`config.mk`:
```
export PLATFORM = sky130hd
export DESIGN_NAME = apt_queue
export DESIGN_NICKNAME = d
export VERILOG_FILES = /design/src/apt_pkg.sv /design/src/apt_queue.sv
export SDC_FILE = /design/constraint.sdc
export NUM_CORES = 1
export LEC_CHECK = 0
export BUFFER_PORTS_ARGS = -buffer_cell sky130_fd_sc_hd__buf_2
export CORE_MARGIN = 10
export CORE_UTILIZATION = 50
export DETAILED_ROUTE_END_ITERATION = 8
export PLACE_DENSITY = 0.71
export SYNTH_ARGS = -nofsm -noshare
export SYNTH_HDL_FRONTEND = slang
export SYNTH_SLANG_ARGS = --single-unit
```
`constraint.sdc`:
```
create_clock -name clk -period 7.8 [get_ports clk]
set_input_delay 0.78 -clock clk [delete_from_list [all_inputs] [get_ports clk]]
set_output_delay 0.78 -clock clk [all_outputs]
set_load 0.01 [all_outputs]
```
`src/apt_pkg.sv`:
```
// ----------------------------------------------------------------------------
// apt_pkg
// Shared types and constants for the affine point transform and plot block.
// ----------------------------------------------------------------------------
package apt_pkg;

    localparam int COEF_W    = 20;
    localparam int ROW_W     = 3 * COEF_W;
    localparam int OFF_W     = 20;
    localparam int DIM_W     = 9;
    localparam int AREA_W    = 2 * DIM_W;
    localparam int PNT_W     = 16;
    localparam int PROD_W    = COEF_W + PNT_W;
    localparam int ACC_W     = PROD_W + 2;
    localparam int FRAC_BITS = 22;
    localparam int OFF_SHIFT = 14;
    localparam int COORD_W   = 16;
    localparam int SCALE_W   = COORD_W + DIM_W + 1;
    localparam int IDX_W     = SCALE_W + 1;
    localparam int ADDR_W    = 3;

    localparam logic [COORD_W-1:0] ATTR_BASE = 16'd10;
    localparam logic [COORD_W-1:0] ATTR_RED  = 16'd4;

    localparam int QUEUE_DEPTH = 8;
    localparam int QPTR_W      = $clog2(QUEUE_DEPTH);
    localparam int QCNT_W      = QPTR_W + 1;
    // items that can be inside the front at once, including the one being taken
    localparam int FRONT_SLOTS = 4;

    typedef enum logic [ADDR_W-1:0] {
        REG_ROW_X    = 3'd0,
        REG_ROW_Y    = 3'd1,
        REG_ROW_Z    = 3'd2,
        REG_OFFSET_X = 3'd3,
        REG_OFFSET_Y = 3'd4,
        REG_OFFSET_Z = 3'd5,
        REG_WIDTH    = 3'd6,
        REG_HEIGHT   = 3'd7
    } reg_index_t;

    typedef struct packed {
        logic signed [PNT_W-1:0] point_x;
        logic signed [PNT_W-1:0] point_y;
        logic signed [PNT_W-1:0] point_z;
        logic                    last_point;
    } point_t;

    typedef struct packed {
        logic                plotted;
        logic [COORD_W-1:0]  cell_index;
        logic [COORD_W-1:0]  attribute;
        logic                last_result;
    } result_t;

    typedef struct packed {
        logic [ROW_W-1:0]        row_x;
        logic [ROW_W-1:0]        row_y;
        logic [ROW_W-1:0]        row_z;
        logic signed [OFF_W-1:0] off_x;
        logic signed [OFF_W-1:0] off_y;
        logic signed [OFF_W-1:0] off_z;
        logic [DIM_W-1:0]        width;
        logic [AREA_W-1:0]       area;
    } cfg_t;

    // transformed point waiting for the screen stage
    typedef struct packed {
        logic signed [COORD_W-1:0] tx;
        logic signed [COORD_W-1:0] ty;
        logic signed [COORD_W-1:0] tz;
        logic                      last;
    } xform_t;

    typedef struct packed {
        logic              empty;
        logic [QCNT_W-1:0] level;
    } queue_status_t;

endpackage

```
`src/apt_queue.sv`:
```
// ----------------------------------------------------------------------------
// apt_queue
// Short FIFO between the transform front and the screen back.
// ----------------------------------------------------------------------------
module apt_queue (
    input  logic                   clk,
    input  logic                   rst_n,
    input  logic                   push,
    input  apt_pkg::xform_t        push_data,
    input  logic                   pop,
    output apt_pkg::xform_t        head,
    output apt_pkg::queue_status_t status
);
    import apt_pkg::*;

    xform_t            mem_reg [QUEUE_DEPTH];
    logic [QPTR_W-1:0] wr_ptr_reg, wr_ptr_next;
    logic [QPTR_W-1:0] rd_ptr_reg, rd_ptr_next;
    logic [QCNT_W-1:0] count_reg, count_next;
    logic              do_pop;

    assign do_pop      = pop && (count_reg != '0);
    assign wr_ptr_next = push ? wr_ptr_reg + QPTR_W'(1) : wr_ptr_reg;
    assign rd_ptr_next = do_pop ? rd_ptr_reg + QPTR_W'(1) : rd_ptr_reg;

    always_comb
    begin
        count_next = count_reg;
        if (push && !do_pop)
            count_next = count_reg + QCNT_W'(1);
        else if (!push && do_pop)
            count_next = count_reg - QCNT_W'(1);
    end

    always_ff @(posedge clk or negedge rst_n)
    begin
        if (!rst_n)
        begin
            wr_ptr_reg <= '0;
            rd_ptr_reg <= '0;
            count_reg  <= '0;
        end
        else
        begin
            wr_ptr_reg <= wr_ptr_next;
            rd_ptr_reg <= rd_ptr_next;
            count_reg  <= count_next;
        end
    end

    always_ff @(posedge clk)
    begin
        if (push)
            mem_reg[wr_ptr_reg] <= push_data;
    end

    assign head         = mem_reg[rd_ptr_reg];
    assign status.empty = (count_reg == '0);
    assign status.level = count_reg;

endmodule

```
==> results.py <==
metrics = {
    "floorplan": {
        "die_area_mm2": 0.0380,
        "start_util_pct": 51.1,
        "core_mm2": 0.0300,
        "num_rows": 63,
        "pin_count": 107,
        "die_y_um": 195,
        "fp.dieW_um": 195,
    },
    "pwr": {
        "power_density_mw_per_mm2": 380,
        "pwr-share-seq_pct": 44.0,
        "ir_drop_v": 0.000196,
        "power.switching_uw": 1890,
        "intPower_uw": 4800,
        "power.leakage_uw": 0.00573,
        "combPwrFrac_pct": 28.1,
        "swShare_pct": 28.2,
        "p_clk_share_pct": 27.9,
    },
    "timing": {
        "fin_crit_sh_pct": 56.5,
        "max_freq_mhz": 227,
        "tightestPinTransition_ns": 1.14,
        "tns_ns": 0,
        "finalCriticalPeriod_ns": 4.41,
        "slew-limit-headroom_pct": 24.1,
        "skew_ns": 0.0141,
        "rsz0062_at_grt": "no",
        "setup_violations": 0,
        "maxSlewViolCount": 0,
        "finalHoldViolations": 0,
    },
    "setup_path": {
        "rr_worst_depth": 7,
        "crit_required_ns": 7.02,
        "worstReg2RegStart": "count_reg[0]",
        "crit_arrival_ns": 3.63,
        "startpoint_type": "flip-flop",
        "end_kind": "output pin",
        "r2r-end": "count_reg[3]",
        "ff2ff_setup_slack_ns": 4.85,
        "worstSetupPathType": "reg -> out",
        "worstSetupStartpoint": "rd_ptr_reg[0]",
        "crit_path_max_fanout": 52,
        "crit_end": "head[29]",
    },
    "logic_synthesis": {
        "synth_most_common_cell": "edfxtp_1",
        "synth_area_per_cell_um2": 24.4,
        "netlist_top_cells_area": "edfxtp_1 (77%), mux4_2 (14%), mux2_2 (3.8%)",
        "yosys.cell_types.count": 28,
        "synth_nets": 686,
        "synth_xor_area_share_pct": 0.343,
        "synthArstFlopShare_pct": 2.49,
        "synthFlopType": "edfxtp_1",
        "synth_edf_count": 392,
        "synth_compound_area_share_pct": 0.376,
        "yosysWarnings": 0,
        "yosysSeqAreaShare_pct": 78.6,
        "synthAdderAreaFrac_pct": 0.540,
        "synth_common_cells": "edfxtp_1 (392), mux4_2 (98), mux2_2 (52)",
        "ys_ff_latch": 402,
        "synthCells": 627,
        "synth.area.mux_share_pct": 18.3,
        "yosys.area.top_type": "edfxtp_1",
        "mappedNetlistArea_mm2": 0.0153,
        "synth_top_family_by_area": "multiplexers",
        "synth_top_area_share_pct": 76.9,
        "yosys.area_share.simple_pct": 0.760,
    },
    "detailed_routing": {
        "dr.pass1.iters": 5,
        "routed_wirelength_um": 30100,
        "drcViolationCount": 0,
        "drt-vias-per-instance": 5.78,
        "wire_per_inst_um": 25.6,
        "postRouteAntennaNets": 0,
        "drt-initial-drc-count": 528,
        "vias": 6792,
    },
    "placement": {
        "hpwl_um": 16700,
        "gp_congestion": 0.723,
        "io_buffers": 106,
    },
    "clock_network": {
        "cts_sinks": 402,
        "cts.repair.resized": 0,
        "clk_latency_ns": 0.51,
        "post_cts_buffers": 0,
        "clkTransAtPathRegs_ns": 0.06,
        "cts.htree.levels": 2,
        "cts_buffer_depth": 3,
        "numCtsBuffers": 40,
        "cts_hold_buf": 0,
        "cts_root_buf": "clkbuf_16",
        "cts_tree": "built",
    },
    "min_path": {
        "hold_path_class": "in -> async",
    },
    "layout": {
        "final_nets": 817,
        "area_growth_pct": 15.0,
        "utilization_pct": 58.8,
        "antenna_cells": 0,
        "drive_gt1_share_pct": 42.7,
        "largest_reg_flops": 392,
    },
    "grt": {
        "antenna_found_initial": 4,
        "grt_max_degree": 77,
        "grt.total_usage_pct": 15.9,
        "grt_pass1_vias": 7359,
        "overflow": 0,
        "grt_pass1_wl_um": 46300,
    },
    "run": {
        "cap_violations": 0,
    },
    "run_status": {
        "status": "completed",
    },
}
[how the worst min path moves through the flow]
| stage | slack, ns | end | cells past startpoint |
|---|---|---|---|
| finish | 0.13 | rd_ptr_reg[0] | 1 |
| global route | 0.13 | wr_ptr_reg[1] | 1 |
| CTS | 0.12 | count_reg[0] | 1 |
| detailed placement | 0.55 | wr_ptr_reg[1] | 1 |
| global placement | 0.53 | wr_ptr_reg[1] | 1 |
| floorplan | 0.48 | count_reg[0] | 0 |
[kinds of logic after synthesis]
group	count (synthesis)
buf+inv	31
mux	151
flops	402
simple gates	24
xor+xnor	6
compound gates	7
fa+ha+maj	6
[layer usage]
layer  track usage (%)  vias up  share of wire (%)
li1                  -     2935                  -
met1              20.8     3601                 41
met2              26.2      202                 51
met3              3.79       46                6.0
met4              3.97        8                1.6
met5                 0        -               0.19
[final cells by class]
type                       instances  area (um^2)
inverter                           2         7.51
timing repair buffer             118          621
clock buffer                      50         1070
sequential                       402        12000
fill                            2123        12400
multi-input combinational        194         3170
clock inverter                    19          220
tap                              390          488
[per-stage QoR]
stage	power [uW]	setup slack [ns]	hold WS, ns	instance area [um^2]	std cells
6_report	6690	3.39	0.129	17600	1175
4_1_cts	6790	3.23	0.119	17600	1175
2_1_floorplan	4260	3.06	0.484	15300	627
3_5_place_dp	4920	3.81	0.549	16300	1106
5_1_grt	7010	3.01	0.128	17600	1175
3_3_place_gp	4860	3.85	0.532	16300	1106
[cell usage in the layout, fill, tap and decap left out, drive strengths merged, types with 2 or more instances in the layout]
cell type  synthesis  final
o211ai             2      2
nand3              2      2
nand2b             3      3
mux4              98     98
dfrtp             10     10
nor3               3      3
bufinv             0      5
mux2              52     52
edfxtp           392    392
clkbuf            15     50
xnor2              4      4
inv                2      2
nand2              5      5
a21oi              2      2
ha                 5      5
nor2               7      7
clkinvlp           0      3
clkinv             0     11
buf               14    118
xor2               2      2
[power by group through the flow]
stage,logic (uW),clock network [uW],registers [uW]
after global routing,2040,1990,2990
after global placement,1890,0,2970
final,1880,1870,2940
after detailed placement,1920,0,3000
after CTS,1930,1900,2950
after floorplan,1410,0,2850
[worst max-delay path, cell delays in order (launching register included)]
cell,delay [ns]
dfrtp_4,1.11
buf_4,0.91
mux4_2,0.61
mux2_2,0.29
buf_2,0.15
Power figures use the tool's default switching activity.
