File: config.mk
export PLATFORM = sky130hd
export DESIGN_NAME = apt_cfg
export DESIGN_NICKNAME = d
export VERILOG_FILES = /design/src/apt_pkg.sv /design/src/apt_cfg.sv
export SDC_FILE = /design/constraint.sdc
export NUM_CORES = 1
export LEC_CHECK = 0
export ABC_AREA = 1
export BUFFER_PORTS_ARGS = -buffer_cell sky130_fd_sc_hd__buf_2
export CAP_MARGIN = 20
export CORE_MARGIN = 5
export CORE_UTILIZATION = 55
export CTS_BUF_LIST = sky130_fd_sc_hd__clkbuf_2 sky130_fd_sc_hd__clkbuf_4 sky130_fd_sc_hd__clkbuf_8
export DETAILED_ROUTE_END_ITERATION = 16
export PLACE_DENSITY = 0.91
export REMOVE_ABC_BUFFERS = 1
export SLEW_MARGIN = 20
export SYNTH_ARGS = -nofsm -noshare
export SYNTH_HDL_FRONTEND = slang
export SYNTH_SLANG_ARGS = --single-unit
File: constraint.sdc
create_clock -name clk -period 5.65 [get_ports clk]
set_input_delay 0.565 -clock clk [delete_from_list [all_inputs] [get_ports clk]]
set_output_delay 0.565 -clock clk [all_outputs]
set_load 0.005 [all_outputs]
File: src/apt_pkg.sv
// ----------------------------------------------------------------------------
// apt_pkg
// Shared types and constants for the affine point transform and plot block.
// ----------------------------------------------------------------------------
package apt_pkg;

    localparam int COEF_W    = 20;
    localparam int ROW_W     = 3 * COEF_W;
    localparam int OFF_W     = 20;
    localparam int DIM_W     = 9;
    localparam int AREA_W    = 2 * DIM_W;
    localparam int PNT_W     = 16;
    localparam int PROD_W    = COEF_W + PNT_W;
    localparam int ACC_W     = PROD_W + 2;
    localparam int FRAC_BITS = 22;
    localparam int OFF_SHIFT = 14;
    localparam int COORD_W   = 16;
    localparam int SCALE_W   = COORD_W + DIM_W + 1;
    localparam int IDX_W     = SCALE_W + 1;
    localparam int ADDR_W    = 3;

    localparam logic [COORD_W-1:0] ATTR_BASE = 16'd10;
    localparam logic [COORD_W-1:0] ATTR_RED  = 16'd4;

    localparam int QUEUE_DEPTH = 8;
    localparam int QPTR_W      = $clog2(QUEUE_DEPTH);
    localparam int QCNT_W      = QPTR_W + 1;
    // items that can be inside the front at once, including the one being taken
    localparam int FRONT_SLOTS = 4;

    typedef enum logic [ADDR_W-1:0] {
        REG_ROW_X    = 3'd0,
        REG_ROW_Y    = 3'd1,
        REG_ROW_Z    = 3'd2,
        REG_OFFSET_X = 3'd3,
        REG_OFFSET_Y = 3'd4,
        REG_OFFSET_Z = 3'd5,
        REG_WIDTH    = 3'd6,
        REG_HEIGHT   = 3'd7
    } reg_index_t;

    typedef struct packed {
        logic signed [PNT_W-1:0] point_x;
        logic signed [PNT_W-1:0] point_y;
        logic signed [PNT_W-1:0] point_z;
        logic                    last_point;
    } point_t;

    typedef struct packed {
        logic                plotted;
        logic [COORD_W-1:0]  cell_index;
        logic [COORD_W-1:0]  attribute;
        logic                last_result;
    } result_t;

    typedef struct packed {
        logic [ROW_W-1:0]        row_x;
        logic [ROW_W-1:0]        row_y;
        logic [ROW_W-1:0]        row_z;
        logic signed [OFF_W-1:0] off_x;
        logic signed [OFF_W-1:0] off_y;
        logic signed [OFF_W-1:0] off_z;
        logic [DIM_W-1:0]        width;
        logic [AREA_W-1:0]       area;
    } cfg_t;

    // transformed point waiting for the screen stage
    typedef struct packed {
        logic signed [COORD_W-1:0] tx;
        logic signed [COORD_W-1:0] ty;
        logic signed [COORD_W-1:0] tz;
        logic                      last;
    } xform_t;

    typedef struct packed {
        logic              empty;
        logic [QCNT_W-1:0] level;
    } queue_status_t;

endpackage

File: src/apt_cfg.sv
// ----------------------------------------------------------------------------
// apt_cfg
// Configuration registers, screen size clamping and screen area.
// ----------------------------------------------------------------------------
module apt_cfg #(
    parameter int MAX_WIDTH  = 256,
    parameter int MAX_HEIGHT = 256
) (
    input  logic                         clk,
    input  logic                         rst_n,
    input  logic                         cfg_we,
    input  logic [apt_pkg::ADDR_W-1:0]   cfg_addr,
    input  logic [apt_pkg::ROW_W-1:0]    cfg_data,
    output apt_pkg::cfg_t                cfg
);
    import apt_pkg::*;

    localparam int RST_W    = (80 > MAX_WIDTH) ? MAX_WIDTH : 80;
    localparam int RST_H    = (25 > MAX_HEIGHT) ? MAX_HEIGHT : 25;
    localparam int RST_AREA = RST_W * RST_H;
    localparam int CMP_W    = 11;

    logic [ROW_W-1:0]  row_x_reg, row_y_reg, row_z_reg;
    logic [OFF_W-1:0]  off_x_reg, off_y_reg, off_z_reg;
    logic [DIM_W-1:0]  width_reg, height_reg;
    logic [AREA_W-1:0] area_reg, area_next;
    logic [DIM_W-1:0]  width_eff, height_eff;

    always_ff @(posedge clk or negedge rst_n)
    begin
        if (!rst_n)
        begin
            row_x_reg  <= ROW_W'(60'd16384);
            row_y_reg  <= ROW_W'(60'd16384) << COEF_W;
            row_z_reg  <= ROW_W'(60'd16384) << (2 * COEF_W);
            off_x_reg  <= '0;
            off_y_reg  <= '0;
            off_z_reg  <= '0;
            width_reg  <= DIM_W'(80);
            height_reg <= DIM_W'(25);
        end
        else if (cfg_we)
        begin
            case (reg_index_t'(cfg_addr))
                REG_ROW_X:    row_x_reg  <= cfg_data;
                REG_ROW_Y:    row_y_reg  <= cfg_data;
                REG_ROW_Z:    row_z_reg  <= cfg_data;
                REG_OFFSET_X: off_x_reg  <= cfg_data[OFF_W-1:0];
                REG_OFFSET_Y: off_y_reg  <= cfg_data[OFF_W-1:0];
                REG_OFFSET_Z: off_z_reg  <= cfg_data[OFF_W-1:0];
                REG_WIDTH:    width_reg  <= cfg_data[DIM_W-1:0];
                REG_HEIGHT:   height_reg <= cfg_data[DIM_W-1:0];
                default:      ;
            endcase
        end
    end

    // saturate to 1 .. max
    always_comb
    begin
        if (width_reg == '0)
            width_eff = DIM_W'(1);
        else if (CMP_W'(width_reg) > CMP_W'(MAX_WIDTH))
            width_eff = DIM_W'(MAX_WIDTH);
        else
            width_eff = width_reg;

        if (height_reg == '0)
            height_eff = DIM_W'(1);
        else if (CMP_W'(height_reg) > CMP_W'(MAX_HEIGHT))
            height_eff = DIM_W'(MAX_HEIGHT);
        else
            height_eff = height_reg;
    end

    assign area_next = AREA_W'(width_eff) * AREA_W'(height_eff);

    always_ff @(posedge clk or negedge rst_n)
    begin
        if (!rst_n)
            area_reg <= AREA_W'(RST_AREA);
        else
            area_reg <= area_next;
    end

    always_comb
    begin
        cfg.row_x = row_x_reg;
        cfg.row_y = row_y_reg;
        cfg.row_z = row_z_reg;
        cfg.off_x = $signed(off_x_reg);
        cfg.off_y = $signed(off_y_reg);
        cfg.off_z = $signed(off_z_reg);
        cfg.width = width_eff;
        cfg.area  = area_reg;
    end

endmodule

==> impl_metrics.yaml <==
floorplan:
  initial_core_util: 0.558
  io-pin-count: 333
  design.core.area_sq_um: 23500
  placement_row_count: 56
  dieWidth_um: 164
  die-height_um: 164
  die_area_sq_um: 27000
finish:
  areaGrowthSynthToFinish_pct: 20.7
  finalNonFillerCells: 2032
  num-nets-final: 1833
  drive_gt1_frac: 0.321
setup_path:
  critical_path_class: "reg -> reg"
  worstPathRequired_ns: 6.09
  r2r_slack_ns: 0.93
  critical_path.max_fanout: 11
  cp.arrival_ns: 5.16
  worstReg2RegEnd: "area_reg[17]$_DFF_PN0_"
  rr_worst_depth: 21
  critPathLaunchType: "flop"
  critical_path.reg2reg.startpoint: "height_reg[6]$_DFFE_PN0P_"
  category_of_the_worst_setup_path_capture_point: "flop"
clock_network:
  tritoncts: "done"
  cts_root_buf: "sky130_fd_sc_hd__clkbuf_8"
  clock_latency_ns: 0.56
  tritoncts.num_buffers: 45
  tritoncts_num_sinks: 276
  post_cts_buffers: 0
  h-tree-depth: 2
  post_cts.resized_instances: 0
  clkTransAtPathRegs_ns: 0.07
  clk_path_buf_depth: 3
  cts_hold_buf: 0
drt:
  postRouteAntennaNets: 0
  dr.pass1.iters: 5
  dr_total_vias: 11010
  drt_via_density: 5.42
  count_of_routing_violations_after_the_opening_detailed_route_iteration: 985
  drc: 0
  route.final.wire_length_um: 40300
  avgRoutedWirePerCell_um: 19.8
sta:
  post-route-period-util: 0.836
  finalSetupTns_ns: 0
  timing.final.max_slew_violations: 0
  timing.final.ws_setup_ns: 0.927
  rsz0062_at_grt: "no"
  worst_pin_slew_ns: 0.967
  finalWorstPathRequiredPeriod_ns: 4.72
  fmax_mhz: 212
  finalHoldWorstSlack_ns: 0.0845
  timing.clock.skew_ns: 0.0254
  final_hold_viol_count: 0
  max_slew_margin: 0.355
  setup_viol: 0
yosys:
  synth_seq_cells: 276
  synth_cells: 1350
  netlist_area_sq_um: 13100
  yosysSeqAreaShare: 0.529
  netlist-cell-type-count: 29
  postSynthAreaPerCell_sq_um: 9.70
  synth-warning-count: 0
global_routing:
  grt-ovfl-total: 0
  grt_max_degree: 155
  gr-usage-all-layers: 0.302
  grt_first_pass_wirelength_um: 63600
  grt_antenna_before_repair: 4
  via_count_of_the_first_global_routing_pass: 11677
pwr:
  irDropWorstVdd_mv: 0.323
  pwr-share-clk: 0.295
  p_per_area_nw_per_um2: 396
  static_leakage_nw: 8.74
  sw_frac_of_total: 0.340
  finalPower_w: 0.00626
  power_dissipated_by_switching_net_loads_w: 0.00213
  p_seq_frac: 0.420
  power.combinational.fraction: 0.285
  internal_power_w: 0.00414
placement:
  cell_count_after_placement: 1951
  io_buffer_count: 332
  dp_hpwl_um: 27500
  dp_slack_ns: 0.969
  gp_congestion: 0.908
job:
  cap_viol_max_count: 0
hold_path:
  min-delay-path-class: "in -> async"
run_status:
  status: "completed"
-- layout by cell type (no fill, tap or decap), drive strengths merged --
cell type    n
a21oi        7
buf        338
bufinv       1
clkbuf      74
clkinv       1
dfrtp      262
dfstp       14
diode        4
fa          50
ha          38
inv        186
nand2      354
nand3       17
nand3b       1
nand4        5
nor2        90
nor3         2
o21ai      259
o21bai       1
or2          1
xnor2        4
xor2         4
-- critical path: stages, from the launching register on --
cell and delay, ns:
sky130_fd_sc_hd__dfrtp_1 0.40, sky130_fd_sc_hd__inv_1 0.08, sky130_fd_sc_hd__nand4_1 0.07, sky130_fd_sc_hd__nor2_1 0.16, sky130_fd_sc_hd__nor2_2 0.07, sky130_fd_sc_hd__inv_2 0.15
sky130_fd_sc_hd__nand2_1 0.25, sky130_fd_sc_hd__nor2_1 0.20, sky130_fd_sc_hd__fa_1 0.46, sky130_fd_sc_hd__fa_1 0.53, sky130_fd_sc_hd__fa_1 0.57, sky130_fd_sc_hd__inv_1 0.07
sky130_fd_sc_hd__fa_1 0.54, sky130_fd_sc_hd__inv_1 0.04, sky130_fd_sc_hd__ha_1 0.34, sky130_fd_sc_hd__nand2_1 0.08, sky130_fd_sc_hd__inv_1 0.09, sky130_fd_sc_hd__nand2_1 0.08
sky130_fd_sc_hd__nor3_1 0.16, sky130_fd_sc_hd__nand2_1 0.10, sky130_fd_sc_hd__nand3_1 0.09, sky130_fd_sc_hd__nand2_1 0.05
-- cell usage after synthesis, drive strengths merged --
cell type	instances	area, sq um
a21oi	7	35.0
buf	32	303
clkbuf	24	95.1
dfrtp	262	6560
dfstp	14	368
fa	50	1000
ha	38	475
inv	185	694
nand2	354	1360
nand3	17	85.1
nand3b	1	7.51
nand4	5	31.3
nor2	90	388
nor3	2	21.3
o21ai	259	1600
o21bai	1	7.51
or2	1	6.26
xnor2	4	35.0
xor2	4	35.0
-- kinds of logic (layout without fill, tap and decap cells) --
logic type | count (synthesis) | count (layout) | synth area share
other | 0 | 4 | 0
adder cells (fa/ha/maj) | 88 | 88 | 0.113
AO/OA/AOI/OAI | 267 | 267 | 0.125
XOR/XNOR | 8 | 8 | 0.00535
buffers and inverters | 241 | 600 | 0.0834
AND/OR/NAND/NOR | 470 | 470 | 0.145
flip-flops | 276 | 276 | 0.529
-- layout make-up --
type | count | area, sq um
fillers | 1689 | 7660
flip-flops and latches | 276 | 6920
multi-input cells | 833 | 5110
repair buffers | 338 | 1730
clock buffers | 74 | 887
inverters | 185 | 694
well taps | 319 | 399
clock inverters | 3 | 55.1
diodes | 4 | 10.0
-- power groups by stage --
stage	clock [W]	combinational (W)	sequential, W
global route	0.00196	0.00201	0.00266
global placement	0	0.00167	0.00261
CTS	0.00186	0.00180	0.00262
detailed placement	0	0.00176	0.00263
finish	0.00185	0.00178	0.00263
floorplan	0	0.000917	0.00266
-- per-stage QoR --
step / util / instance area, sq um
after floorplan: - / 12700
after global placement: 0.633 / 14900
after detailed placement: 0.633 / 14900
after CTS: 0.673 / 15800
after global routing: 0.674 / 15800
final: 0.674 / 15800
-- layer usage --
layer  track usage  share of wire  up-vias
met1         0.350           0.34     5387
met5             0              0        -
li1              -              -     4868
met2         0.502           0.50      591
met3        0.0964          0.097      164
met4         0.156          0.057        0
-- worst max-delay path by stage --
stage | slack (ns) | start | depth (start not counted) | endpoint
6_report | 0.93 | height_reg[6]$_DFFE_PN0P_ | 21 | area_reg[17]$_DFF_PN0_
3_5_place_dp | 0.97 | height_reg[1]$_DFFE_PN0P_ | 21 | area_reg[17]$_DFF_PN0_
5_1_grt | 0.64 | height_reg[6]$_DFFE_PN0P_ | 22 | area_reg[16]$_DFF_PN0_
4_1_cts | 0.96 | height_reg[6]$_DFFE_PN0P_ | 21 | area_reg[17]$_DFF_PN0_
2_1_floorplan | 1.39 | width_reg[4]$_DFFE_PN1P_ | 22 | area_reg[17]$_DFF_PN0_
3_3_place_gp | 1.13 | height_reg[1]$_DFFE_PN0P_ | 22 | area_reg[16]$_DFF_PN0_
Power figures use the tool's default switching activity.
