<file path="config.mk">
export PLATFORM = sky130hd
export DESIGN_NAME = apt_back
export DESIGN_NICKNAME = d
export VERILOG_FILES = /design/src/apt_pkg.sv /design/src/apt_back.sv
export SDC_FILE = /design/constraint.sdc
export NUM_CORES = 1
export LEC_CHECK = 0
export ABC_CLOCK_PERIOD_IN_PS = 12700
export CAP_MARGIN = 20
export CORE_UTILIZATION = 30
export CTS_BUF_LIST = sky130_fd_sc_hd__clkbuf_16
export DETAILED_ROUTE_END_ITERATION = 10
export DONT_BUFFER_PORTS = 1
export PLACE_DENSITY = 0.46
export SLEW_MARGIN = 20
export SYNTH_ARGS = -nofsm -noshare
export SYNTH_HDL_FRONTEND = slang
export SYNTH_SLANG_ARGS = --single-unit
</file>
<file path="constraint.sdc">
create_clock -name clk -period 12.7 [get_ports clk]
set_input_delay 2.54 -clock clk [delete_from_list [all_inputs] [get_ports clk]]
set_output_delay 2.54 -clock clk [all_outputs]
set_load 0.01 [all_outputs]
</file>
<file path="src/apt_pkg.sv">
// ----------------------------------------------------------------------------
// apt_pkg
// Shared types and constants for the affine point transform and plot block.
// ----------------------------------------------------------------------------
package apt_pkg;

    localparam int COEF_W    = 20;
    localparam int ROW_W     = 3 * COEF_W;
    localparam int OFF_W     = 20;
    localparam int DIM_W     = 9;
    localparam int AREA_W    = 2 * DIM_W;
    localparam int PNT_W     = 16;
    localparam int PROD_W    = COEF_W + PNT_W;
    localparam int ACC_W     = PROD_W + 2;
    localparam int FRAC_BITS = 22;
    localparam int OFF_SHIFT = 14;
    localparam int COORD_W   = 16;
    localparam int SCALE_W   = COORD_W + DIM_W + 1;
    localparam int IDX_W     = SCALE_W + 1;
    localparam int ADDR_W    = 3;

    localparam logic [COORD_W-1:0] ATTR_BASE = 16'd10;
    localparam logic [COORD_W-1:0] ATTR_RED  = 16'd4;

    localparam int QUEUE_DEPTH = 8;
    localparam int QPTR_W      = $clog2(QUEUE_DEPTH);
    localparam int QCNT_W      = QPTR_W + 1;
    // items that can be inside the front at once, including the one being taken
    localparam int FRONT_SLOTS = 4;

    typedef enum logic [ADDR_W-1:0] {
        REG_ROW_X    = 3'd0,
        REG_ROW_Y    = 3'd1,
        REG_ROW_Z    = 3'd2,
        REG_OFFSET_X = 3'd3,
        REG_OFFSET_Y = 3'd4,
        REG_OFFSET_Z = 3'd5,
        REG_WIDTH    = 3'd6,
        REG_HEIGHT   = 3'd7
    } reg_index_t;

    typedef struct packed {
        logic signed [PNT_W-1:0] point_x;
        logic signed [PNT_W-1:0] point_y;
        logic signed [PNT_W-1:0] point_z;
        logic                    last_point;
    } point_t;

    typedef struct packed {
        logic                plotted;
        logic [COORD_W-1:0]  cell_index;
        logic [COORD_W-1:0]  attribute;
        logic                last_result;
    } result_t;

    typedef struct packed {
        logic [ROW_W-1:0]        row_x;
        logic [ROW_W-1:0]        row_y;
        logic [ROW_W-1:0]        row_z;
        logic signed [OFF_W-1:0] off_x;
        logic signed [OFF_W-1:0] off_y;
        logic signed [OFF_W-1:0] off_z;
        logic [DIM_W-1:0]        width;
        logic [AREA_W-1:0]       area;
    } cfg_t;

    // transformed point waiting for the screen stage
    typedef struct packed {
        logic signed [COORD_W-1:0] tx;
        logic signed [COORD_W-1:0] ty;
        logic signed [COORD_W-1:0] tz;
        logic                      last;
    } xform_t;

    typedef struct packed {
        logic              empty;
        logic [QCNT_W-1:0] level;
    } queue_status_t;

endpackage

</file>
<file path="src/apt_back.sv">
// ----------------------------------------------------------------------------
// apt_back
// Turns a transformed point into a screen cell index, hit flag and attribute.
// ----------------------------------------------------------------------------
module apt_back (
    input  logic                   clk,
    input  logic                   rst_n,
    input  apt_pkg::queue_status_t q_status,
    input  apt_pkg::xform_t        head,
    input  apt_pkg::cfg_t          cfg,
    output logic                   pop,
    output logic                   done,
    output apt_pkg::result_t       result
);
    import apt_pkg::*;

    logic                      b1_valid_reg;
    logic signed [SCALE_W-1:0] b1_row_off_reg;
    logic signed [COORD_W-1:0] b1_tx_reg;
    logic signed [COORD_W-1:0] b1_tz_reg;
    logic                      b1_last_reg;

    logic                      done_reg;
    result_t                   result_reg, result_next;

    logic signed [IDX_W-1:0]   idx;
    logic                      hit;

    // the back never stalls, so it drains one item each cycle while the queue is not empty
    assign pop = !q_status.empty;

    always_ff @(posedge clk or negedge rst_n)
    begin
        if (!rst_n)
        begin
            b1_valid_reg <= 1'b0;
            done_reg     <= 1'b0;
        end
        else
        begin
            b1_valid_reg <= pop;
            done_reg     <= b1_valid_reg;
        end
    end

    always_ff @(posedge clk)
    begin
        if (pop)
        begin
            b1_row_off_reg <= $signed({1'b0, cfg.width}) * head.ty;
            b1_tx_reg      <= head.tx;
            b1_tz_reg      <= head.tz;
            b1_last_reg    <= head.last;
        end
    end

    always_comb
    begin
        idx = IDX_W'(b1_tx_reg) + IDX_W'(b1_row_off_reg);
        hit = !idx[IDX_W-1] && (idx[IDX_W-2:0] < (IDX_W-1)'(cfg.area));

        result_next.plotted     = hit;
        result_next.last_result = b1_last_reg;
        if (hit)
        begin
            result_next.cell_index = idx[COORD_W-1:0];
            result_next.attribute  = (b1_tz_reg + ATTR_BASE) | ATTR_RED;
        end
        else
        begin
            result_next.cell_index = '0;
            result_next.attribute  = '0;
        end
    end

    always_ff @(posedge clk)
    begin
        if (b1_valid_reg)
            result_reg <= result_next;
    end

    assign done   = done_reg;
    assign result = result_reg;

endmodule
</file>
==> impl_metrics.py, run 1 <==
metrics = {
    "sta": {
        "skew_ns": 0.00721,
        "finalHoldWorstSlack_ns": 0.422,
        "rsz0062_at_grt": "no",
        "drv_slew": 0,
        "fin_crit_ns": 7.39,
        "finalHoldViolCount": 0,
        "worst_slack_ns": 5.31,
        "tns_ns": 0,
        "fmax_mhz": 135,
        "fin_crit_sh": 0.582,
        "finalSetupViolCount": 0,
        "worst_pin_slew_ns": 0.978,
        "max_slew_margin": 0.348,
    },
    "hold_path": {
        "hold_path_startpoint": "b1_last_reg",
        "hold_end": "result[0]",
        "min-delay-path-class": "register to register",
        "holdPathStages": 0,
    },
    "die": {
        "core_area_um2": 34500,
        "rows": 68,
        "die_area_um2": 35700,
        "fp.dieW_um": 189,
        "fp.dieH_um": 189,
        "ioPinCount": 359,
        "initial_core_util": 0.305,
    },
    "worst_setup_path": {
        "crit_family": "adder cells",
        "path_class": "primary input to register",
        "cp.required_ns": 12.79,
        "r2r_cells": 18,
        "crit_fanout": 9,
        "slowest_stage": "fa_1",
        "r2r_end": "result[1]",
        "path_cells": "and2_1 > fa_1 > fa_1 > fa_1 > fa_1 > inv_1 > fa_1 > inv_1 > ha_1 > a211o_1 > o221a_2 > o21ai_0 > a21oi_1 > a211oi_1 > nor3_1 > a21oi_1 > o21ai_0 > xor2_1",
        "crit_buf_inv": 2,
        "arrival_ns": 7.48,
        "rr_startpoint": "b1_row_off_reg[4]",
        "start_kind": "primary input",
        "crit_path_end_kind": "register",
        "crit_path_frequent_cell": "fa_1",
        "r2r_slack_ns": 7.14,
        "slowest_delay_ns": 0.58,
    },
    "synth": {
        "synth-edff-count": 92,
        "yosysTopAreaCell": "edfxtp_1",
        "yosys.area_share.adder": 0.354,
        "async_flop_share": 0.0213,
        "ys_warn_count": 0,
        "syn_nets": 1566,
        "synth_compound_area_frac": 0.0955,
        "synthDominantCellAreaShare": 0.263,
        "avgSynthCellArea_um2": 10.3,
        "synthXorXnorAreaFrac": 0.0459,
        "ys_types": 59,
        "yosys.area_share.simple": 0.155,
        "synth_area_leaders": "edfxtp_1, fa_1, ha_1",
        "ys_seq_area_frac": 0.268,
        "synthCells": 1020,
        "syn_area_um2": 10500,
        "synth_ff_type": "edfxtp_1",
        "synthMuxAreaShare": 0,
        "ys_seq_elements": 94,
        "synth_top_family_by_area": "adder cells",
    },
    "power": {
        "p_sw_frac": 0.460,
        "internal_power_mw": 1.40,
        "power_density_nw_per_um2": 230,
        "power_switching_mw": 1.20,
        "pwr-share-clk": 0.102,
        "seq_power_share": 0.186,
        "peakVddDrop_uv": 86.5,
        "p_leak_nw": 5.05,
        "total_power_mw": 2.60,
        "comb_power_share": 0.712,
    },
    "routing": {
        "vias": 6690,
        "wirelength_um": 23100,
        "drt-vias-per-instance": 4.55,
        "first_pass_iters": 4,
        "postRouteAntennaNets": 0,
        "drt_iter0_drc": 302,
        "drc": 0,
        "wire_per_inst_um": 15.7,
    },
    "clocking": {
        "clock_latency_ns": 0.35,
        "cts_num_sinks": 94,
        "postCtsSetupBuffers": 0,
        "clk_pin_slew_ns": 0.07,
        "holdBufCountCts": 0,
        "cts_buffers": 9,
        "cts.path.max_buffers": 2,
        "cts_root_buffer": "clkbuf_16",
        "cts_htree_levels": 3,
        "postCtsResizedCells": 0,
        "cts_tree": "built",
    },
    "placement": {
        "dpl.hpwl_um": 19100,
        "gp_congestion": 0.783,
        "dpl.cell_count": 1447,
        "place_ws_ns": 4.92,
        "io_buffer_count": 0,
    },
    "grt": {
        "grtUsageTotal": 0.134,
        "antenna_found_initial": 10,
        "overflow": 0,
        "grt_pass1_wl_um": 37900,
        "grt_max_degree": 35,
        "grt_pass1_vias": 7011,
    },
    "status": {
        "status": "finished, final reports clean",
    },
    "cells_and_area": {
        "stdcell_count": 1469,
        "drive_above_1_share": 0.0615,
        "largest_reg_flops": 33,
        "area_delta_synth_final_pct": 7.44,
        "fillers": 3575,
        "nNetsFinal": 1549,
        "final_common_cell": "inv_1",
        "final_cell_mix": "inv_1, fa_1, nand2_1",
    },
    "run": {
        "drv_cap": 0,
    },
}
==> worst register-to-register path: stages, from the launching register on <==
cell and delay, ns:
edfxtp_1 0.37, ha_1 0.38, a2111oi_2 0.36, o21ai_1 0.19, a21o_1 0.21, a21oi_1 0.22
o21bai_1 0.09, a21oi_1 0.17, xnor2_1 0.18, ha_1 0.29, a21o_1 0.18, a211oi_1 0.37
nand3_1 0.13, a31oi_1 0.21, nor4_1 0.09, a211oi_1 0.24, nand4_1 0.12, or4_2 1.15
nor4b_1 0.41
==> worst max path at each step <==
stage,to,cells past startpoint,slack (ns),from
after floorplan,b1_row_off_reg[22],20,4.99,cfg[21]
after global placement,b1_row_off_reg[22],18,4.91,head[19]
after detailed placement,b1_row_off_reg[22],18,4.92,head[19]
after CTS,b1_row_off_reg[22],18,5.27,head[19]
after global routing,b1_row_off_reg[22],18,4.99,head[19]
final,b1_row_off_reg[22],18,5.31,head[19]
==> routing by layer <==
layer	vias to the layer above	part of all wire	wire (um)	global-route usage
li1	3335	-	-	-
met1	3185	0.52	12000	0.198
met2	139	0.39	9020	0.193
met3	21	0.080	1850	0.0404
met4	10	0.0063	146	0.0205
met5	-	0.0026	59	0
==> cell type report <==
type	count	area, um^2	area share
clock buffer	9	225	0.0200
antenna	6	15.0	0.00133
timing repair buffer	5	37.5	0.00333
tap	455	569	0.0505
multi-input combinational	706	6850	0.607
sequential	94	2810	0.250
clock inverter	7	65.1	0.00577
inverter	187	702	0.0623
==> cells by family (layout without fill, tap and decap cells) <==
kind of cell / Yosys count / count (layout)
adder cells (fa/ha/maj): 223 / 223
XOR/XNOR: 55 / 55
AO/OA/AOI/OAI: 150 / 150
buffers and inverters: 220 / 208
AND/OR/NAND/NOR: 278 / 278
other: 0 / 6
flip-flops: 94 / 94
==> through the flow <==
step	utilization	instance area [um^2]
finish	0.327	11300
global route	0.327	11300
global placement	0.318	11000
floorplan	-	10500
detailed placement	0.318	11000
CTS	0.327	11300
==> cells in the mapped netlist, drive strengths merged, types with 5 or more instances <==
library cell  instances
a21o                 17
clkbuf               24
nor2b                 6
edfxtp               92
a21oi                47
nor3                 13
o21a                  8
nand3                 8
buf                   9
ha                  100
o21bai                7
nor4                 18
and2                 69
nor2                 25
xnor2                36
xor2                 19
inv                 187
nand2               102
o21ai                34
nor4b                15
a211oi               11
fa                  123
a31oi                 5
==> power groups by stage <==
stage	clock network [mW]	registers, mW	logic, mW
after floorplan	0	0.484	1.51
after global placement	0	0.490	1.87
after detailed placement	0	0.490	1.88
after CTS	0.272	0.484	1.89
after global routing	0.281	0.488	2.15
final	0.266	0.483	1.85
Note: power is estimated with default switching activity, not from simulation.
==> run 2, diff against run 1 <==
ABC_AREA = 1   (was unset)
ABC_CLOCK_PERIOD_IN_PS = 6700   (was 12700)
PLACE_DENSITY = 0.47   (was 0.46)
clock period = 6.7 ns   (was 12.7 ns; I/O delays follow)
==> run 2 against run 1 <==
Net effect:
- worst setup slack got worse by 4.4 ns
- sequential share of layout area down 1.1 points
- sequential power rose by 93%
- critical path type unchanged
- first-iteration DRC count grew 22%
- final cell count rose by 20%
- wire length up 6.4%
- critical path depth up 1
- largest power group unchanged
- clock-buffer cell count stayed put
- core utilization up 0.13 points
- die area is 5.5% higher
- global-route usage is 0.43 points higher
==> impl_metrics.py, run 2 <==
metrics = {
    "clocking": {
        "cts.path.max_buffers": 2,
        "cts_root_buffer": "clkbuf_16",
        "postCtsResizedCells": 0,
        "cts_buffers": 9,
        "postCtsSetupBuffers": 0,
        "cts_tree": "built",
        "clock_latency_ns": 0.35,
        "clk_pin_slew_ns": 0.07,
        "holdBufCountCts": 0,
        "cts_htree_levels": 3,
        "cts_num_sinks": 94,
    },
    "cells_and_area": {
        "area_delta_synth_final_pct": 6.53,
        "stdcell_count": 1767,
        "final_cell_mix": "inv_1, nand2_1, fa_1",
        "nNetsFinal": 1846,
        "largest_reg_flops": 33,
        "drive_above_1_share": 0.0498,
        "final_common_cell": "inv_1",
    },
    "synth": {
        "ys_seq_area_frac": 0.254,
        "yosysTopAreaCell": "edfxtp_1",
        "synthDominantCellAreaShare": 0.250,
        "synth_ff_type": "edfxtp_1",
        "ys_seq_elements": 94,
        "synth_area_leaders": "edfxtp_1, fa_1, inv_1",
        "ys_warn_count": 0,
        "yosysMostFrequentCell": "inv_1",
        "ys_top_cells_by_count": "inv_1, nand2_1, fa_1, ha_1, edfxtp_1",
        "synthCells": 1325,
        "avgSynthCellArea_um2": 8.36,
        "ys_types": 38,
        "syn_nets": 1871,
        "synth-edff-count": 92,
        "syn_area_um2": 11100,
        "async_flop_share": 0.0213,
    },
    "power": {
        "total_power_mw": 5.11,
        "comb_power_share": 0.716,
        "power_switching_mw": 2.52,
        "p_sw_frac": 0.493,
        "seq_power_share": 0.182,
        "internal_power_mw": 2.59,
        "power_density_nw_per_um2": 433,
        "p_leak_nw": 6.30,
        "pwr-share-clk": 0.102,
        "peakVddDrop_uv": 153,
    },
    "grt": {
        "antenna_found_initial": 0,
        "grt_pass1_vias": 8336,
        "grt_pass1_wl_um": 41900,
        "grtUsageTotal": 0.138,
        "overflow": 0,
        "grt_max_degree": 62,
    },
    "sta": {
        "skew_ns": 0.0109,
        "drv_slew": 0,
        "rsz0062_at_grt": "no",
        "finalHoldViolCount": 0,
        "tns_ns": 0,
        "worst_pin_slew_ns": 0.831,
        "finalSetupViolCount": 0,
        "fin_crit_ns": 5.76,
        "fmax_mhz": 173,
        "fin_crit_sh": 0.860,
        "max_slew_margin": 0.446,
    },
    "worst_setup_path": {
        "crit_path_frequent_cell": "fa_1",
        "crit_path_end_kind": "register",
        "r2r_cells": 18,
        "crit_fanout": 9,
        "arrival_ns": 5.88,
        "slowest_delay_ns": 0.66,
        "start_kind": "primary input",
        "startpoint": "head[32]",
        "endpoint": "b1_row_off_reg[24]",
        "r2r_slack_ns": 2.77,
        "slowest_stage": "fa_1",
        "path_cells": "nand2_1 > inv_1 > fa_1 > inv_1 > fa_1 > inv_1 > fa_1 > fa_1 > fa_1 > ha_1 > nand2_1 > nor3_1 > nand4_1 > nand3_1 > nand3_1 > nand2_1 > nand3_1 > nand3_1 > nand2_1",
        "rr_startpoint": "b1_row_off_reg[2]",
        "r2r_end": "result[26]",
        "path_class": "primary input to register",
        "cp.required_ns": 6.82,
    },
    "placement": {
        "dpl.hpwl_um": 20400,
        "io_buffer_count": 0,
        "dpl.cell_count": 1750,
        "gp_congestion": 0.823,
    },
    "die": {
        "initial_core_util": 0.308,
        "fp.dieW_um": 194,
        "core_area_um2": 35900,
        "ioPinCount": 359,
        "rows": 69,
        "die_area_um2": 37700,
        "fp.dieH_um": 194,
    },
    "routing": {
        "postRouteAntennaNets": 0,
        "drc": 0,
        "drt_iter0_drc": 369,
        "drt-vias-per-instance": 4.41,
        "vias": 7796,
        "wirelength_um": 24500,
        "wire_per_inst_um": 13.9,
        "first_pass_iters": 6,
    },
    "run": {
        "drv_cap": 0,
    },
    "status": {
        "status": "finished, final reports clean",
    },
    "hold_path": {
        "min-delay-path-class": "register to register",
    },
}
## run 2: cell types whose count changed in the layout (fill, tap and decap cells not counted), moves of 20 or more
cell	delta
nor2_2	+32
and2_1	-68
nor2_1	+20
nand3_1	+25
nand2_1	+225
inv_1	+155
## run 2: kinds of logic after synthesis
| logic type | after synthesis | share of synthesized area |
|---|---|---|
| AND/OR/NAND/NOR | 477 | 0.186 |
| buffers and inverters | 381 | 0.132 |
| adder cells (fa/ha/maj) | 223 | 0.335 |
| AO/OA/AOI/OAI | 94 | 0.0486 |
| flip-flops | 94 | 0.254 |
| XOR/XNOR | 56 | 0.0443 |
## run 2: power by group through the flow
stage	clock network, mW	registers (mW)	logic (mW)
2_1_floorplan	0	0.928	2.93
3_3_place_gp	0	0.945	3.67
3_5_place_dp	0	0.944	3.71
4_1_cts	0.539	0.932	3.73
5_1_grt	0.558	0.941	4.31
6_report	0.519	0.932	3.66
## run 2: stage by stage
| step | utilization | worst slack [ns] | hold slack (ns) | instance area, um^2 |
|---|---|---|---|---|
| after global placement | 0.320 | 0.512 | 0.416 | 11500 |
| final | 0.328 | 0.936 | 0.432 | 11800 |
| after floorplan | - | 0.525 | 0.400 | 11100 |
| after detailed placement | 0.320 | 0.498 | 0.409 | 11500 |
| after global routing | 0.328 | 0.514 | 0.441 | 11800 |
| after CTS | 0.328 | 0.877 | 0.437 | 11800 |
## run 2: worst max-delay path, delay by kind of cell
kind,cells,cell delay (ns)
buffers and inverters,3,0.28
adders and majority gates,6,3.06
and+or+nand+nor,10,1.18
## run 2: final cells by class
class                           instances  area, um^2
Timing Repair Buffer                    2        15.0
Fill cell                            3835       24100
Antenna cell                            1        2.50
Sequential cell                        94        2810
Clock buffer                            9         225
Multi-Input combinational cell        850        6800
Inverter                              343        1290
Tap cell                              461         577
Clock inverter                          7        72.6
## run 2: worst min path at each step
stage	endpoint	start	slack [ns]	depth (start not counted)
2_1_floorplan	result[0]	b1_last_reg	0.40	0
3_3_place_gp	result[0]	b1_last_reg	0.42	0
3_5_place_dp	result[0]	b1_last_reg	0.41	0
4_1_cts	result[0]	b1_last_reg	0.44	0
5_1_grt	result[0]	b1_last_reg	0.44	0
6_report	result[0]	b1_last_reg	0.43	0
## run 2: layer usage
metal,vias up,GRT usage,wire [um]
li1,3957,-,-
met1,3657,0.194,12500
met2,168,0.223,10800
met3,14,0.0235,1100
met4,0,0.0262,207
met5,-,0,0
==> run 3, diff against run 2 <==
CORE_UTILIZATION = 35   (was 30)
PLACE_DENSITY = 0.53   (was 0.47)
==> run 3 against run 2 <==
Net effect:
- the flow now finishes with violations (DRC)
- worst setup slack better by 0.041 ns
- wire length is 6.4% lower
- critical path depth stayed put
- core utilization is 5.1 points higher
- via count is 0.42% lower
- register-to-register slack better by 0.05 ns
- worst hold slack better by 0.00072 ns
- critical path type unchanged
- largest cell class unchanged
==> impl_metrics.py, run 3 (synthesis gave the netlist of run 2 again) <==
metrics = {
    "die": {
        "ioPinCount": 359,
        "die_area_um2": 32300,
        "core_area_um2": 30800,
        "rows": 64,
        "fp.dieW_um": 180,
        "fp.dieH_um": 180,
        "initial_core_util": 0.359,
    },
    "worst_setup_path": {
        "startpoint": "head[32]",
        "crit_path_end_kind": "register",
        "crit_path_frequent_cell": "fa_1",
        "crit_fanout": 9,
        "start_kind": "primary input",
        "crit_buf_inv": 3,
        "endpoint": "b1_row_off_reg[24]",
        "path_cells": "nand2_1 > inv_1 > fa_1 > inv_1 > fa_1 > inv_1 > fa_1 > fa_1 > fa_1 > ha_1 > nand2_1 > nor3_1 > nand4_1 > nand3_1 > nand3_1 > nand2_1 > nand3_1 > nand3_1 > nand2_1",
        "r2r_cells": 18,
        "r2r_end": "result[6]",
        "r2r_slack_ns": 2.82,
        "cp.required_ns": 6.80,
        "arrival_ns": 5.82,
        "slowest_stage": "fa_1",
        "rr_startpoint": "b1_row_off_reg[2]",
        "crit_family": "adder cells",
        "slowest_delay_ns": 0.65,
        "path_class": "primary input to register",
        "cp_num_cells": 19,
    },
    "cells_and_area": {
        "area_delta_synth_final_pct": 5.59,
        "utilization": 0.379,
        "nNetsFinal": 1846,
        "drive_above_1_share": 0.0498,
        "final_common_cell": "inv_1",
        "fillers": 3155,
        "antenna_cells": 0,
        "largest_reg_flops": 33,
        "fin_area_um2": 11700,
        "final_cell_mix": "inv_1, nand2_1, fa_1",
    },
    "power": {
        "internal_power_mw": 2.55,
        "seq_power_share": 0.185,
        "pwr-share-clk": 0.094,
        "comb_power_share": 0.721,
        "p_sw_frac": 0.492,
        "p_leak_nw": 6.29,
        "peakVddDrop_uv": 168,
        "total_power_mw": 5.02,
        "power_switching_mw": 2.47,
        "power_density_nw_per_um2": 430,
    },
    "clocking": {
        "postCtsSetupBuffers": 0,
        "cts_num_sinks": 94,
        "clock_latency_ns": 0.34,
        "cts_tree": "built",
        "cts_root_buffer": "clkbuf_16",
        "cts_htree_levels": 3,
        "postCtsResizedCells": 0,
        "holdBufCountCts": 0,
        "cts_buffers": 9,
        "cts.path.max_buffers": 2,
        "clk_pin_slew_ns": 0.06,
    },
    "grt": {
        "overflow": 0,
        "grtUsageTotal": 0.150,
        "grt_pass1_wl_um": 39100,
        "antenna_found_initial": 0,
        "grt_max_degree": 61,
        "grt_pass1_vias": 7914,
    },
    "routing": {
        "drt-vias-per-instance": 4.56,
        "wire_per_inst_um": 13.5,
        "drt_iter0_drc": 316,
        "wirelength_um": 22900,
        "vias": 7763,
        "postRouteAntennaNets": 0,
        "first_pass_iters": 11,
        "drc": 18,
    },
    "status": {
        "status": "finished, violations left",
        "violations": "DRC",
    },
    "sta": {
        "finalHoldWorstSlack_ns": 0.433,
        "skew_ns": 0.0118,
        "worst_pin_slew_ns": 0.783,
        "drv_slew": 0,
        "rsz0062_at_grt": "no",
        "tns_ns": 0,
        "finalSetupViolCount": 0,
        "finalHoldViolCount": 0,
        "fin_crit_sh": 0.854,
        "fmax_mhz": 175,
        "fin_crit_ns": 5.72,
        "max_slew_margin": 0.478,
    },
    "placement": {
        "gp_congestion": 0.848,
        "dpl.hpwl_um": 19300,
        "io_buffer_count": 0,
        "place_area_um2": 11400,
    },
    "run": {
        "drv_cap": 0,
    },
    "hold_path": {
        "min-delay-path-class": "register to register",
    },
}
==> run 3: cell type report <==
cell class	count	area, um^2	share of cell area
clock buffer	9	225	0.0193
clock inverter	7	52.6	0.00449
inverter	343	1290	0.110
multi-input combinational	850	6800	0.582
sequential	94	2810	0.241
tap	396	495	0.0424
timing repair buffer	2	15.0	0.00128
==> run 3: per-layer routing <==
| metal | wire length, um | vias up | global-route usage | share of wire |
|---|---|---|---|---|
| li1 | - | 3964 | - | - |
| met5 | 0 | - | 0 | 0 |
| met2 | 10200 | 227 | 0.242 | 0.44 |
| met1 | 10900 | 3559 | 0.208 | 0.48 |
| met3 | 1610 | 13 | 0.0263 | 0.070 |
| met4 | 216 | 0 | 0.0334 | 0.0094 |
==> run 3: worst min-delay path by stage <==
stage	startpoint	endpoint	slack (ns)	cells past startpoint
after CTS	b1_last_reg	result[0]	0.43	0
final	b1_last_reg	result[0]	0.43	0
after floorplan	b1_last_reg	result[0]	0.40	0
after global placement	b1_last_reg	result[0]	0.40	0
after global routing	b1_last_reg	result[0]	0.44	0
after detailed placement	b1_last_reg	result[0]	0.41	0
==> run 3: worst register-to-register path, stage by stage (launching register included) <==
cell	delay (ns)
edfxtp_1	0.39
ha_1	0.39
nand2_1	0.13
nand3_2	0.19
nand2_1	0.11
nand2_1	0.13
a31o_2	0.24
xnor2_1	0.27
inv_1	0.08
ha_1	0.29
a21oi_1	0.15
nor2_1	0.05
a211oi_1	0.22
nand2_1	0.09
nor2_1	0.09
nand2_1	0.07
nor2_2	0.15
nand3_4	0.44
nor2_2	0.27
==> run 3: power groups by stage <==
| stage | logic [mW] | clock network [mW] | registers [mW] |
|---|---|---|---|
| after CTS | 3.69 | 0.492 | 0.931 |
| after global routing | 4.23 | 0.515 | 0.941 |
| after floorplan | 2.93 | 0 | 0.928 |
| final | 3.62 | 0.471 | 0.930 |
| after detailed placement | 3.67 | 0 | 0.942 |
| after global placement | 3.62 | 0 | 0.943 |
==> run 3: per-stage QoR <==
stage          std cells  worst slack [ns]
2_1_floorplan       1325             0.525
3_3_place_gp        1685             0.550
3_5_place_dp        1685             0.553
4_1_cts             1701             0.915
5_1_grt             1701             0.673
6_report            1701             0.976
